--- config.mk ---
export PLATFORM = sky130hd
export DESIGN_NAME = miller_rabin_witness_test_top
export DESIGN_NICKNAME = d
export VERILOG_FILES = /design/src/rtl/mrw_pkg.sv /design/src/rtl/miller_rabin_witness_test_top.sv
export VERILOG_INCLUDE_DIRS = /design/src /design/src/rtl
export SDC_FILE = /design/constraint.sdc
export NUM_CORES = 1
export LEC_CHECK = 0
export ABC_AREA = 1
export BUFFER_PORTS_ARGS = -buffer_cell sky130_fd_sc_hd__buf_2
export CAP_MARGIN = 5
export CORE_ASPECT_RATIO = 2
export CORE_MARGIN = 5
export CORE_UTILIZATION = 40
export CTS_CLUSTER_DIAMETER = 100
export DETAILED_ROUTE_END_ITERATION = 6
export HOLD_SLACK_MARGIN = 0.08
export SKIP_CTS_REPAIR_TIMING = 1
export SLEW_MARGIN = 10
export SYNTH_ARGS = -nofsm -noshare
export SYNTH_HDL_FRONTEND = slang
export SYNTH_SLANG_ARGS = --single-unit
--- constraint.sdc ---
create_clock -name clk -period 14.7 [get_ports clk]
set_input_delay 0.735 -clock clk [delete_from_list [all_inputs] [get_ports clk]]
set_output_delay 0.735 -clock clk [all_outputs]
set_load 0.1 [all_outputs]
--- src/rtl/miller_rabin_witness_test_top_defines.svh ---
// assertion macros for the witness test block
`ifndef MILLER_RABIN_WITNESS_TEST_TOP_DEFINES_SVH
`define MILLER_RABIN_WITNESS_TEST_TOP_DEFINES_SVH
`ifndef NO_ASSERTIONS
`define MRW_ASSERT(lbl, prop) \
	lbl: assert property (@(posedge clk) disable iff (!arst_n) (prop)) \
		else $error("assertion failed");
`define MRW_ASSERT_NEXT(lbl, ante, cons) \
	lbl: assert property (@(posedge clk) disable iff (!arst_n) (ante) |=> (cons)) \
		else $error("assertion failed");
`else
`define MRW_ASSERT(lbl, prop)
`define MRW_ASSERT_NEXT(lbl, ante, cons)
`endif
`endif

--- src/rtl/mrw_pkg.sv ---
// package for the witness test block: default width and sequencer states
package mrw_pkg;
	localparam int NUM_BITS_DEF = 31;

	typedef enum logic [3:0] {
		ST_IDLE,
		ST_REDUCE,
		ST_SPLIT,
		ST_PCHK,
		ST_PMUL,
		ST_PSQR,
		ST_YCHK,
		ST_YLOOP,
		ST_YSQR,
		ST_DONE
	} state_t;
endpackage

--- src/rtl/miller_rabin_witness_test_top.sv ---
// strong probable prime test of one candidate against one base, bit-serial modular multiplier
//
//  channel  | handshake          | payload
//  ---------+--------------------+-------------------------------
//  input    | in_valid, in_stall | candidate, witness
//  output   | out_valid,out_stall| probable_prime
//
// each modular multiply takes one multiplier bit per cycle
// every modular multiply of an item runs on that one shared multiplier
// an even candidate or candidate one goes straight from idle to done, with no multiply
// arst_n clears the sequencer and the output beat; no clearing pass
// a new beat is taken once the previous result sits in the output register
`include "miller_rabin_witness_test_top_defines.svh"

module miller_rabin_witness_test_top #(
	parameter int NUM_BITS = mrw_pkg::NUM_BITS_DEF
) (
	input  logic                clk,
	input  logic                arst_n,
	input  logic                in_valid,
	output logic                in_stall,
	input  logic [NUM_BITS-1:0] candidate,
	input  logic [NUM_BITS-1:0] witness,
	output logic                out_valid,
	input  logic                out_stall,
	output logic                probable_prime
);
	localparam int CW = $clog2(NUM_BITS);

	mrw_pkg::state_t state_q, state_d;

	logic [NUM_BITS-1:0] n_q, m_q, acc_q, base_q;
	logic [NUM_BITS-1:0] mx_q, my_q, mr_q;
	logic [CW-1:0]       cnt_q, t_q, k_q;
	logic                res_q, out_valid_q, out_res_q;

	logic [NUM_BITS:0]   d, d1, s, s1, nw;
	logic [NUM_BITS-1:0] mm_res, nm1;
	logic                fin, ld, out_free;
	logic [NUM_BITS-1:0] ld_x, ld_y;
	logic                mul_op, mul_any;

	assign nm1      = n_q - NUM_BITS'(1);
	assign nw       = {1'b0, n_q};
	assign fin      = (cnt_q == CW'(NUM_BITS - 1));
	assign out_free = !out_valid_q || !out_stall;
	assign mul_op   = (state_q == mrw_pkg::ST_PMUL || state_q == mrw_pkg::ST_PSQR ||
		state_q == mrw_pkg::ST_YSQR);
	assign mul_any  = mul_op || (state_q == mrw_pkg::ST_REDUCE);

	// one interleaved step: double, reduce, add multiplicand, reduce
	always_comb begin
		d      = {mr_q, 1'b0};
		d1     = (d >= nw) ? d - nw : d;
		s      = d1 + (my_q[NUM_BITS-1] ? {1'b0, mx_q} : '0);
		s1     = (s >= nw) ? s - nw : s;
		mm_res = s1[NUM_BITS-1:0];
	end

	always_comb begin
		state_d = state_q;
		unique case (state_q)
			mrw_pkg::ST_IDLE: begin
				if (in_valid) begin
					if (!candidate[0] || candidate == NUM_BITS'(1))
						state_d = mrw_pkg::ST_DONE;
					else
						state_d = mrw_pkg::ST_REDUCE;
				end
			end
			mrw_pkg::ST_REDUCE: begin
				if (fin)
					state_d = mrw_pkg::ST_SPLIT;
			end
			mrw_pkg::ST_SPLIT: begin
				if (m_q[0])
					state_d = mrw_pkg::ST_PCHK;
			end
			mrw_pkg::ST_PCHK: begin
				if (m_q == '0)
					state_d = mrw_pkg::ST_YCHK;
				else if (m_q[0])
					state_d = mrw_pkg::ST_PMUL;
				else
					state_d = mrw_pkg::ST_PSQR;
			end
			mrw_pkg::ST_PMUL: begin
				if (fin)
					state_d = mrw_pkg::ST_PSQR;
			end
			mrw_pkg::ST_PSQR: begin
				if (fin)
					state_d = mrw_pkg::ST_PCHK;
			end
			mrw_pkg::ST_YCHK: begin
				if (acc_q == NUM_BITS'(1) || acc_q == nm1)
					state_d = mrw_pkg::ST_DONE;
				else
					state_d = mrw_pkg::ST_YLOOP;
			end
			mrw_pkg::ST_YLOOP: begin
				if (k_q >= t_q)
					state_d = mrw_pkg::ST_DONE;
				else
					state_d = mrw_pkg::ST_YSQR;
			end
			mrw_pkg::ST_YSQR: begin
				if (fin) begin
					if (mm_res == nm1 || mm_res == NUM_BITS'(1))
						state_d = mrw_pkg::ST_DONE;
					else
						state_d = mrw_pkg::ST_YLOOP;
				end
			end
			mrw_pkg::ST_DONE: begin
				if (out_free)
					state_d = mrw_pkg::ST_IDLE;
			end
			default: state_d = mrw_pkg::ST_IDLE;
		endcase
	end

	// operand loading for the multiplier on entry to an operation state
	always_comb begin
		ld   = (state_d != state_q);
		ld_x = base_q;
		ld_y = base_q;
		unique case (state_d)
			mrw_pkg::ST_REDUCE: begin
				ld_x = NUM_BITS'(1);
				ld_y = witness;
			end
			mrw_pkg::ST_PMUL: begin
				ld_y = acc_q;
			end
			mrw_pkg::ST_PSQR: begin
				ld_y = base_q;
			end
			mrw_pkg::ST_YSQR: begin
				ld_x = acc_q;
				ld_y = acc_q;
			end
			default: ld = 1'b0;
		endcase
	end

	assign in_stall       = (state_q != mrw_pkg::ST_IDLE);
	assign out_valid      = out_valid_q;
	assign probable_prime = out_res_q;

	always_ff @(posedge clk or negedge arst_n) begin
		if (!arst_n) begin
			state_q     <= mrw_pkg::ST_IDLE;
			out_valid_q <= 1'b0;
			out_res_q   <= 1'b0;
		end else begin
			state_q <= state_d;
			if (!out_stall)
				out_valid_q <= 1'b0;
			if (state_q == mrw_pkg::ST_DONE && out_free) begin
				out_valid_q <= 1'b1;
				out_res_q   <= res_q;
			end
		end
	end

	always_ff @(posedge clk) begin
		if (ld) begin
			mx_q  <= ld_x;
			my_q  <= ld_y;
			mr_q  <= '0;
			cnt_q <= '0;
		end else begin
			my_q  <= {my_q[NUM_BITS-2:0], 1'b0};
			mr_q  <= mm_res;
			cnt_q <= cnt_q + CW'(1);
		end
		unique case (state_q)
			mrw_pkg::ST_IDLE: begin
				n_q   <= candidate;
				m_q   <= candidate - NUM_BITS'(1);
				acc_q <= NUM_BITS'(1);
				t_q   <= '0;
				res_q <= 1'b0;
			end
			mrw_pkg::ST_REDUCE: begin
				if (fin)
					base_q <= mm_res;
			end
			mrw_pkg::ST_SPLIT: begin
				if (!m_q[0]) begin
					m_q <= m_q >> 1;
					t_q <= t_q + CW'(1);
				end
			end
			mrw_pkg::ST_PMUL: begin
				if (fin)
					acc_q <= mm_res;
			end
			mrw_pkg::ST_PSQR: begin
				if (fin) begin
					base_q <= mm_res;
					m_q    <= m_q >> 1;
				end
			end
			mrw_pkg::ST_YCHK: begin
				k_q   <= CW'(1);
				res_q <= (acc_q == NUM_BITS'(1) || acc_q == nm1);
			end
			mrw_pkg::ST_YLOOP: begin
				res_q <= 1'b0;
			end
			mrw_pkg::ST_YSQR: begin
				if (fin) begin
					acc_q <= mm_res;
					k_q   <= k_q + CW'(1);
					res_q <= (mm_res == nm1);
				end
			end
			default: begin
			end
		endcase
	end

	`MRW_ASSERT(a_mx_reduced, !mul_op || mx_q < n_q)
	`MRW_ASSERT(a_mr_reduced, !mul_any || mr_q < n_q)
	`MRW_ASSERT_NEXT(a_even_fast, in_valid && !in_stall && !candidate[0], state_q == mrw_pkg::ST_DONE && !res_q)
	`MRW_ASSERT_NEXT(a_out_hold, out_valid && out_stall, out_valid && $stable(probable_prime))
endmodule
==> results.txt <==
----------------------------------------------------
[Logic synthesis]
  Combined area of all synthesized cells ... 19300 um^2
  Seq cells post-synth ... roughly 240
  EDFF count, synth ... ~170
  Synthesized instance count ... 2826
  Area share of the largest cell type after synthesis ... 25.9%
  Proportion of synthesized flip-flops having asynchronous set or reset ... around 2.5%
  Cell type with the largest total area after synthesis ... edfxtp_1
  Synthesized net count ... 3000
  Ranking of synthesized cells by area ... edfxtp_1, nand2_1, inv_1, dfxtp_1, ha_1
  Unique masters post-synth ... 54
  Post-Synthesis Mean Instance Area ... 6.82 um^2
  Most used flip-flop cell after synthesis ... edfxtp_1
  Share of synthesized area occupied by flip-flops and latches ... between 30% and 40%
  Number of warnings reported in the yosys synthesis log ... 0

[Placement]
  Detailed Place HPWL ... approximately 62 mm
  Total of buffers placed on input and output ports ... 68
  Gp weighted congestion ... 1.09

[Cells and area]
  Share of layout cells above drive strength 1 ... 6.06%
  Count of nets after finishing ... roughly 3000
  Area overhead of the layout relative to synthesis ... 9.38%
  Diode count ... 0

[Detailed routing]
  Post-route DRC violation count ... 0
  Final wirelength ... 74.3 mm
  Detail Route Antenna Nets ... 0
  Routed wire per std cell ... 21.1 um
  Overall via count from detail_route ... 18600
  Via-per-instance ratio ... 5.29
  Number of violations reported at the end of detailed-routing iteration 0 ... 1144
  First-pass iteration count of the detailed router ... 5

[GRT]
  Remaining global-route overflow ... 0
  Via count of the first global-routing pass ... 18500
  Pin count of the biggest net entering global routing ... between 60 and 70
  Number of antenna violations at the first check in global routing ... 0
  Wire length of the first global-routing pass ... 110 mm
  GRT Overall Usage ... between 20% and 30%

[Worst setup path]
  Crit path top cell by count ... nand2_1
  Capturing element type of the critical path ... flop
  Data arrival time at the worst-slack endpoint ... approximately 13 ns
  Sort of element at the start of the critical path ... flop
  Endpoint required time on the critical path ... 14.89 ns
  Highest cell delay on the worst timing path ... between 0.5 and 0.6 ns
  CP max stage cell ... nand2_2
  Worst R2R Path Depth ... 54
  Type of the worst setup path ... reg -> reg
  Maximum fanout along the worst path ... 61

[Clock network]
  Clock Pin Slew Worst Setup and Hold Paths ... 0.08 ns
  Root buffer cell ... clkbuf_16
  Total number of H-tree levels ... 1
  Total CTS buffers ... 26
  Later-pin clock latency in the skew report ... between 0.5 and 0.6 ns
  Clock sink count ... 239
  CTS tree ... built
  Worst-case clock buffer depth ... 3

[Timing]
  Top achievable clock speed ... 77.9 MHz
  Final period utilization ... 87.3%
  Count of final setup violators ... 0
  Crit path time final ... 12.83 ns
  Final setup skew ... 0.0379 ns
  Worst-margin pin slew ... around 1.1 ns
  Summed negative setup slack over all endpoints ... 0 ns
  Final number of hold-violating endpoints ... 0
  Unrepaired setup endpoints after global routing ... false
  Remaining max-slew budget at the tightest pin ... 25.8%
  Slew Viols, Final ... 0

[Floorplanning]
  Height of the chip ... 320 um
  Floorplan Core Area ... 47600 um^2
  Horizontal die dimension ... roughly 170 um
  Number of I/O pins ... 69
  Effective utilization at floorplan ... 40.5%
  Num rows ... approximately 110
  DIE AREA ... 53000 um^2

[Flow run]
  Number of maximum-capacitance constraint violations ... 0

[Run status]
  Result of the run ... completed

[Hold path]
  Worst Hold Depth ... 1
  Path category of the worst min-delay check ... in -> reg

----------------------------------------------------
[kinds of logic after synthesis]
kind of cell | count (synthesis) | synth area share (%)
xor gates and xnor gates | 140 | 6.36
AOI/OAI and AO/OA | 332 | 9.51
buffers and inverters | 538 | 10.9
muxes | 2 | 0.117
adders and majority gates | 108 | 7.13
DFF | 239 | 33.6
and+or+nand+nor | 1467 | 32.4
[Yosys cell counts (2+ instances only)]
| cell | number |
|---|---|
| inv_1 | 455 |
| o22ai_1 | 5 |
| o2bb2ai_1 | 3 |
| a21oi_1 | 143 |
| nand3_1 | 250 |
| nand2_1 | 745 |
| edfxtp_1 | 166 |
| buf_4 | 4 |
| nor3_1 | 28 |
| nor2_4 | 2 |
| nor4_1 | 19 |
| a31o_2 | 2 |
| nor2_2 | 2 |
| or2_2 | 7 |
| a22oi_1 | 2 |
| nor2_1 | 303 |
| a21o_1 | 11 |
| o21ai_0 | 115 |
| nand3b_1 | 17 |
| fa_1 | 3 |
| buf_1 | 3 |
| buf_6 | 3 |
| nand2_2 | 8 |
| dfxtp_1 | 67 |
| o31ai_1 | 2 |
| a2111oi_0 | 2 |
| xnor2_1 | 26 |
| xor2_1 | 114 |
| and3_1 | 3 |
| o21a_1 | 6 |
| nand4_1 | 78 |
| o21ai_1 | 4 |
| o32ai_1 | 2 |
| a21boi_0 | 3 |
| a31oi_1 | 11 |
| clkbuf_1 | 33 |
| dfrtp_1 | 6 |
| mux2_2 | 2 |
| buf_2 | 28 |
| inv_2 | 11 |
| o21bai_1 | 13 |
| ha_1 | 105 |
| o211ai_1 | 3 |
[routing by layer]
layer | part of all wire (%) | vias to the layer above | global-route usage, %
met5 | 0 | - | 0
met4 | 9.0 | 0 | 19.9
met3 | 4.4 | 190 | 2.21
met2 | 50 | 615 | 49.0
met1 | 37 | 8564 | 29.9
li1 | - | 9254 | -
[stage by stage]
step / hold WS (ns) / cells / instance area (um^2) / setup slack (ns) / utilization (%)
after global routing: 0.341 / 3522 / 21100 / 1.18 / 44.3
after global placement: 0.413 / 3473 / 20200 / 1.96 / 42.5
final: 0.355 / 3522 / 21100 / 1.87 / 44.3
after floorplan: 0.403 / 2826 / 19300 / 7.61 / -
after CTS: -0.0640 / 3521 / 21100 / 1.92 / 44.2
after detailed placement: 0.415 / 3473 / 20200 / 1.96 / 42.5
[worst max-delay path: cells and delay by family, from the launching register on]
family | cells | cell delay (ns)
AO/OA/AOI/OAI | 3 | 0.78
adder cells (fa/ha/maj) | 3 | 1.14
buffers and inverters | 8 | 1.97
flip-flops | 1 | 0.58
multiplexers | 1 | 0.29
AND/OR/NAND/NOR | 39 | 7.53
[cell usage in the layout, fill, tap and decap left out, types with 6 or more instances in the layout]
cell / netlist / routed
nand2_1: 745 / 743
inv_1: 455 / 455
nor2_1: 303 / 301
nand3_1: 250 / 250
edfxtp_1: 166 / 166
a21oi_1: 143 / 142
o21ai_0: 115 / 114
xor2_1: 114 / 114
ha_1: 105 / 105
nand4_1: 78 / 78
buf_2: 28 / 68
dfxtp_1: 67 / 67
nor3_1: 28 / 27
clkbuf_16: 0 / 27
xnor2_1: 26 / 26
nor4_1: 19 / 19
buf_4: 4 / 18
nand3b_1: 17 / 17
o21bai_1: 13 / 13
a21o_1: 11 / 11
inv_2: 11 / 11
a31oi_1: 11 / 11
nand2_2: 8 / 10
or2_2: 7 / 7
o21a_1: 6 / 6
clkinv_4: 0 / 6
dfrtp_1: 6 / 6
[final cells by class]
type	instances	area [um^2]
clock inverters	21	163
well taps	632	791
clock buffers	27	676
fillers	5145	26600
multi-input cells	2049	10700
inverters	467	1750
repair buffers	87	485
flip-flops and latches	239	6480
[final timing paths]
kind	start	end	slack [ns]
min reg2reg	my_q[15]	my_q[16]	0.41
min in group asynchronous	arst_n	state_q[1]	0.49
max	n_q[0]	mx_q[5]	1.87
max in group asynchronous	arst_n	out_valid	14.05
max reg2reg	n_q[0]	mx_q[5]	1.87
min	candidate[22]	n_q[22]	0.36
[sequential cells by signal, summed over array words and instances, names as in the netlist]
name / cells
mx_q: 31
state_q: 4
res_q: 1
n_q: 31
cnt_q: 5
m_q: 31
acc_q: 31
out_valid: 1
mr_q: 31
k_q: 5
t_q: 5
base_q: 31
probable_prime: 1
my_q: 31
Power is left out: the tool's default activity adds up to more than one toggle a clock period on the data nets, which glitch-free logic cannot reach.
